==> config.mk <==
export PLATFORM = sky130hd
export DESIGN_NAME = kscan_scan
export DESIGN_NICKNAME = d
export VERILOG_FILES = /design/src/rtl/kscan_pkg.sv /design/src/rtl/kscan_scan.sv
export SDC_FILE = /design/constraint.sdc
export NUM_CORES = 1
export LEC_CHECK = 0
export ABC_AREA = 1
export BUFFER_PORTS_ARGS = -buffer_cell sky130_fd_sc_hd__buf_2
export CELL_PAD_IN_SITES_DETAIL_PLACEMENT = 0
export CELL_PAD_IN_SITES_GLOBAL_PLACEMENT = 2
export CORE_MARGIN = 4
export CORE_UTILIZATION = 26
export CTS_CLUSTER_DIAMETER = 100
export DETAILED_ROUTE_END_ITERATION = 12
export GPL_TIMING_DRIVEN = 0
export PLACE_DENSITY_LB_ADDON = 0.3
export SKIP_LAST_GASP = 1
export SLEW_MARGIN = 20
export SYNTH_ARGS = -nofsm -noshare
export SYNTH_HDL_FRONTEND = slang
export SYNTH_SLANG_ARGS = --single-unit
==> constraint.sdc <==
create_clock -name clk -period 1.9 [get_ports clk]
set_clock_uncertainty 0.05 [all_clocks]
set_input_delay 0.285 -clock clk [delete_from_list [all_inputs] [get_ports clk]]
set_output_delay 0.285 -clock clk [all_outputs]
set_load 0.1 [all_outputs]
==> src/rtl/kscan_pkg.sv <==
// Package for the keypad scanner with number entry.
// Holds the scan phase type, key codes, the key table and the event structs.
// No dependencies.
`default_nettype none

package kscan_pkg;

  // Largest number of digits an entry can hold.
  localparam logic [3:0] MAX_DIGITS = 4'd9;

  localparam int VALUE_W = 30;
  localparam int DIGITS_W = 4;

  // Key codes that the entry logic reacts to.
  localparam logic [6:0] KEY_ZERO  = 7'h30;
  localparam logic [6:0] KEY_NINE  = 7'h39;
  localparam logic [6:0] KEY_EQUAL = 7'h3D;
  localparam logic [6:0] KEY_STAR  = 7'h2A;

  localparam logic [3:0] COLS_IDLE = 4'hF;

  typedef enum logic [2:0] {
    PH_SETTLE      = 3'd0,
    PH_DEB_PRESS   = 3'd1,
    PH_RELEASE     = 3'd2,
    PH_DEB_RELEASE = 3'd3
  } scan_phase_t;

  // A completed key press, as seen by the entry logic.
  typedef struct packed {
    logic       valid;
    logic [6:0] code;
  } key_evt_t;

  // What the entry logic reports for one tick.
  typedef struct packed {
    logic                number_valid;
    logic [VALUE_W-1:0]  number_value;
    logic [DIGITS_W-1:0] digit_count;
    logic                digit_dropped;
  } entry_res_t;

  // Key layout: 1 2 3 A / 4 5 6 B / 7 8 9 C / * 0 = D.
  function automatic logic [6:0] key_code_of(input logic [1:0] row, input logic [1:0] col);
    logic [6:0] code;
    case ({row, col})
      4'h0:    code = 7'h31;
      4'h1:    code = 7'h32;
      4'h2:    code = 7'h33;
      4'h3:    code = 7'h41;
      4'h4:    code = 7'h34;
      4'h5:    code = 7'h35;
      4'h6:    code = 7'h36;
      4'h7:    code = 7'h42;
      4'h8:    code = 7'h37;
      4'h9:    code = 7'h38;
      4'hA:    code = 7'h39;
      4'hB:    code = 7'h43;
      4'hC:    code = KEY_STAR;
      4'hD:    code = KEY_ZERO;
      4'hE:    code = KEY_EQUAL;
      default: code = 7'h44;
    endcase
    return code;
  endfunction

endpackage

`default_nettype wire

==> src/rtl/kscan_scan.sv <==
// Row scan and debounce sequencer of the keypad scanner.
// Depends on kscan_pkg for the phase type, key table and event struct.
`default_nettype none

module kscan_scan (
  input  wire logic                clk,
  input  wire logic                rst_n,
  input  wire logic                advance,
  input  wire logic [3:0]          column_levels,
  input  wire logic [7:0]          settle_ticks,
  input  wire logic [7:0]          debounce_ticks,
  output logic      [3:0]          row_drive,
  output kscan_pkg::key_evt_t      key_evt
);
  import kscan_pkg::*;

  scan_phase_t phase_r, phase_nxt;
  logic [1:0]  row_r, row_nxt;
  logic [1:0]  col_r, col_nxt;
  logic [7:0]  tick_r, tick_nxt;

  logic [7:0]  wait_limit;
  logic        wait_over;
  logic [1:0]  first_low;

  // Debounce phases count against the debounce time, everything else
  // against the settle time.
  assign wait_limit = (phase_r == PH_DEB_PRESS || phase_r == PH_DEB_RELEASE) ?
                      debounce_ticks : settle_ticks;
  assign wait_over  = (tick_r >= wait_limit);

  always_comb begin
    if (!column_levels[0]) begin
      first_low = 2'd0;
    end else if (!column_levels[1]) begin
      first_low = 2'd1;
    end else if (!column_levels[2]) begin
      first_low = 2'd2;
    end else begin
      first_low = 2'd3;
    end
  end

  // Next state.
  always_comb begin
    phase_nxt = phase_r;
    row_nxt   = row_r;
    col_nxt   = col_r;
    tick_nxt  = tick_r;
    case (phase_r)
      PH_DEB_PRESS: begin
        if (wait_over) begin
          phase_nxt = PH_RELEASE;
          tick_nxt  = 8'd0;
        end else begin
          tick_nxt = tick_r + 8'd1;
        end
      end
      PH_RELEASE: begin
        if (column_levels[col_r]) begin
          phase_nxt = PH_DEB_RELEASE;
          tick_nxt  = 8'd0;
        end
      end
      PH_DEB_RELEASE: begin
        if (wait_over) begin
          phase_nxt = PH_SETTLE;
          row_nxt   = 2'd0;
          tick_nxt  = 8'd0;
        end else begin
          tick_nxt = tick_r + 8'd1;
        end
      end
      default: begin
        // Settle, and any code outside the enum, which behaves the same.
        phase_nxt = PH_SETTLE;
        if (wait_over) begin
          tick_nxt = 8'd0;
          if (column_levels != COLS_IDLE) begin
            col_nxt   = first_low;
            phase_nxt = PH_DEB_PRESS;
          end else begin
            row_nxt = row_r + 2'd1;
          end
        end else begin
          tick_nxt = tick_r + 8'd1;
        end
      end
    endcase
  end

  // Outputs.
  always_comb begin
    row_drive     = ~(4'b0001 << row_r);
    key_evt.valid = (phase_r == PH_DEB_RELEASE) && wait_over;
    key_evt.code  = key_code_of(row_r, col_r);
  end

  always_ff @(posedge clk) begin
    if (!rst_n) begin
      phase_r <= PH_SETTLE;
      row_r   <= 2'd0;
      col_r   <= 2'd0;
      tick_r  <= 8'd0;
    end else if (advance) begin
      phase_r <= phase_nxt;
      row_r   <= row_nxt;
      col_r   <= col_nxt;
      tick_r  <= tick_nxt;
    end
  end

  // A completed key always returns the scan to row 0 in the settle phase.
  a_key_restarts_scan: assert property (@(posedge clk) disable iff (!rst_n)
    advance && key_evt.valid |=> phase_r == PH_SETTLE && row_r == 2'd0 && tick_r == 8'd0)
    else $error("scan did not restart after a key");

  // The release wait moves on only once the hit column reads high.
  a_release_needs_high: assert property (@(posedge clk) disable iff (!rst_n)
    advance && phase_r == PH_RELEASE && !column_levels[col_r] |=> phase_r == PH_RELEASE)
    else $error("release wait left while column still low");

endmodule

`default_nettype wire

==> metrics.txt <==
final hold violations 0; top cells by area, synth ha_1 20%, dfxtp_1 20%, nand2_1 14%; Clock Power Share 0.326; worst-path maximum fanout 4; Max H-tree Level 1; Fin Setup TNS -5950 ps; final setup vio count 15; GRT Total Usage 0.113; syn nets 258; Cell Rows 26; fillers 583; Design Power 0.000932 W; Die W 81.9 um; worst path required time 1560 ps; WP data arrival 2140 ps; max_cap viols 0; PD cells 447 mW/mm2; TritonCTS buffer count 3; Antenna diodes 0; Worst Setup Path Type reg -> out; drt via density 4.23; post-DR wirelength/cell 10.3 um; TritonCTS clock tree built; Remaining DRCs 0; Register Area 295 um2; die extent in y 81.9 um; Iter 0 DRT Violations 21; register bit total from synthesis 14; Max Slew Vio Count 0; maximum VDD drop 0.000388 V; vias in the first global route 1364; port bufs 33; RSZ-0062 raised after global routing yes; nets@finish 305; post-route setup slack -580 ps; Initial Util 0.273; clock sinks 14; Leakage 1.02 nW; latest clock arrival within the worst-skew pair 250 ps; Multi-input gate area 0.00117 mm2; synth unique cells 24; DR vias 1386; Post-DP HPWL 2720 um; worst hold path type in -> reg; Clock Tree Buf Depth 2; initial antenna violation count 0; Tmin final 2480 ps; io pins 35; dpl ws -790 ps; Die Area 0.00671 mm2; Setup crit end kind output port; Net Sw Power 0.000307 W; commonest cells after routing, fill and taps aside 51 x nand2_1, 30 x inv_1, 25 x buf_2; Syn Inst Count 212; combinational share of power 0.332; DP Area 0.00178 mm2; fmax 403 MHz; total grt overflow 0; switching part of the total power 0.330; Core ar. 0.00520 mm2; Layout area overhead 46.8%; outcome complete, but fails checks; post-synth top area cell ha_1; worst slew pin tran 489 ps; Internal 0.000625 W; antenna-violating nets left 0; Final Cell Area 0.00209 mm2; Reg power frac 0.342; Avg Synthesized Cell Area 6.70 um2; Max transition margin 0.676; startpoint types flip-flop; first-pass GRT wire length 6020 um; Mapped Area 0.00142 mm2; first-pass iteration count of the detailed router 3; violated checks setup timing; layout cells sized above 1 0.372; root buffer cell clkbuf_8; Clk pin slew, worst setup/hold paths 70 ps; post-synthesis sequential area ratio 0.197; GP Congestion 0.747; drt total wl 3390 um; Ys Warns 0; Synth top area share 0.202; final critical-path share of the clock period 1.31; largest net degree at the start of global routing 11; commonest non-fill, non-tap cell in the layout nand2_1
registers in the layout (all words and copies together), names as in the netlist:
register,flops
tick_r,8
row_r,2
col_r,2
phase_r,2
final timing paths:
| kind | to | start | slack [ps] | cells past startpoint |
|---|---|---|---|---|
| min | col_r[1]$_SDFFE_PN0P_ | rst_n | 220 | 3 |
| max reg2reg | phase_r[0]$_SDFFE_PN0P_ | phase_r[1]$_SDFFE_PN0P_ | -420 | 17 |
| max | key_evt[7] | phase_r[1]$_SDFFE_PN0P_ | -580 | 13 |
| min reg2reg | tick_r[0]$_SDFFE_PN0P_ | tick_r[0]$_SDFFE_PN0P_ | 460 | 2 |
cell usage after synthesis, drive strengths merged:
master  count
inv        35
o22ai       2
clkbuf      2
a211oi      1
nor2       31
nand4       1
ha         23
nor3        3
o21ai       6
nand2      59
nand3      15
a21o        1
a21oi      11
buf         1
dfxtp      14
mux2i       7
power by group through the flow:
stage                     sequential, W  clock, W  combinational (W)
after floorplan                0.000321         0           0.000192
after global placement         0.000324         0           0.000259
after detailed placement       0.000324         0           0.000258
after CTS                      0.000318  0.000317           0.000309
after global routing           0.000321  0.000339           0.000352
final                          0.000319  0.000304           0.000309
repair_timing:
| action | CTS | global route |
|---|---|---|
| hold buffers | 0 | 0 |
| setup endpoints to repair | 22 | 22 |
| gates cloned | 0 | 0 |
| endpoints found under the hold margin | 0 | 0 |
| setup buffers | 7 | 3 |
| resized for setup | 39 | 9 |
| pin swaps | 13 | 11 |
metrics by stage:
step,utilization,hold slack [ps],std cells
CTS,0.393,217,326
detailed placement,0.341,454,315
floorplan,-,419,212
global route,0.401,223,328
global placement,0.341,448,315
finish,0.401,224,328
cells by family (layout without fill, tap and decap cells):
logic type	after synthesis	count (layout)	synth area share
and+or+nand+nor	109	109	0.355
AOI/OAI and AO/OA	21	21	0.0792
DFF	14	14	0.197
muxes	7	7	0.0493
adders and majority gates	23	23	0.202
buffers and inverters	38	84	0.117
routing by layer:
metal  up-vias  part of all wire  GRT usage
met2        20              0.51      0.204
li1        758                 -          -
met3         2             0.037     0.0241
met1       606              0.45      0.141
met4         0            0.0032    0.00997
met5         -                 0          0
area by class of cell:
class / instances / area share
multi-input combinational: 160 / 0.559
timing repair buffer: 42 / 0.142
clock buffer: 4 / 0.0264
inverter: 35 / 0.0707
sequential: 14 / 0.141
tap: 70 / 0.0420
buffer: 3 / 0.0180
worst max-delay path: stages, from the launching register on:
cell and delay [ps]:
dfxtp_4 370, inv_2 50, ha_4 150, nor2_4 120
buf_6 130, mux2i_2 200, ha_1 270, nand2_1 80
nand2_1 50, nor2_1 70, nand2_1 80, nand2_2 90
a21oi_4 60, buf_12 160
(Power assumes the default switching activity.)
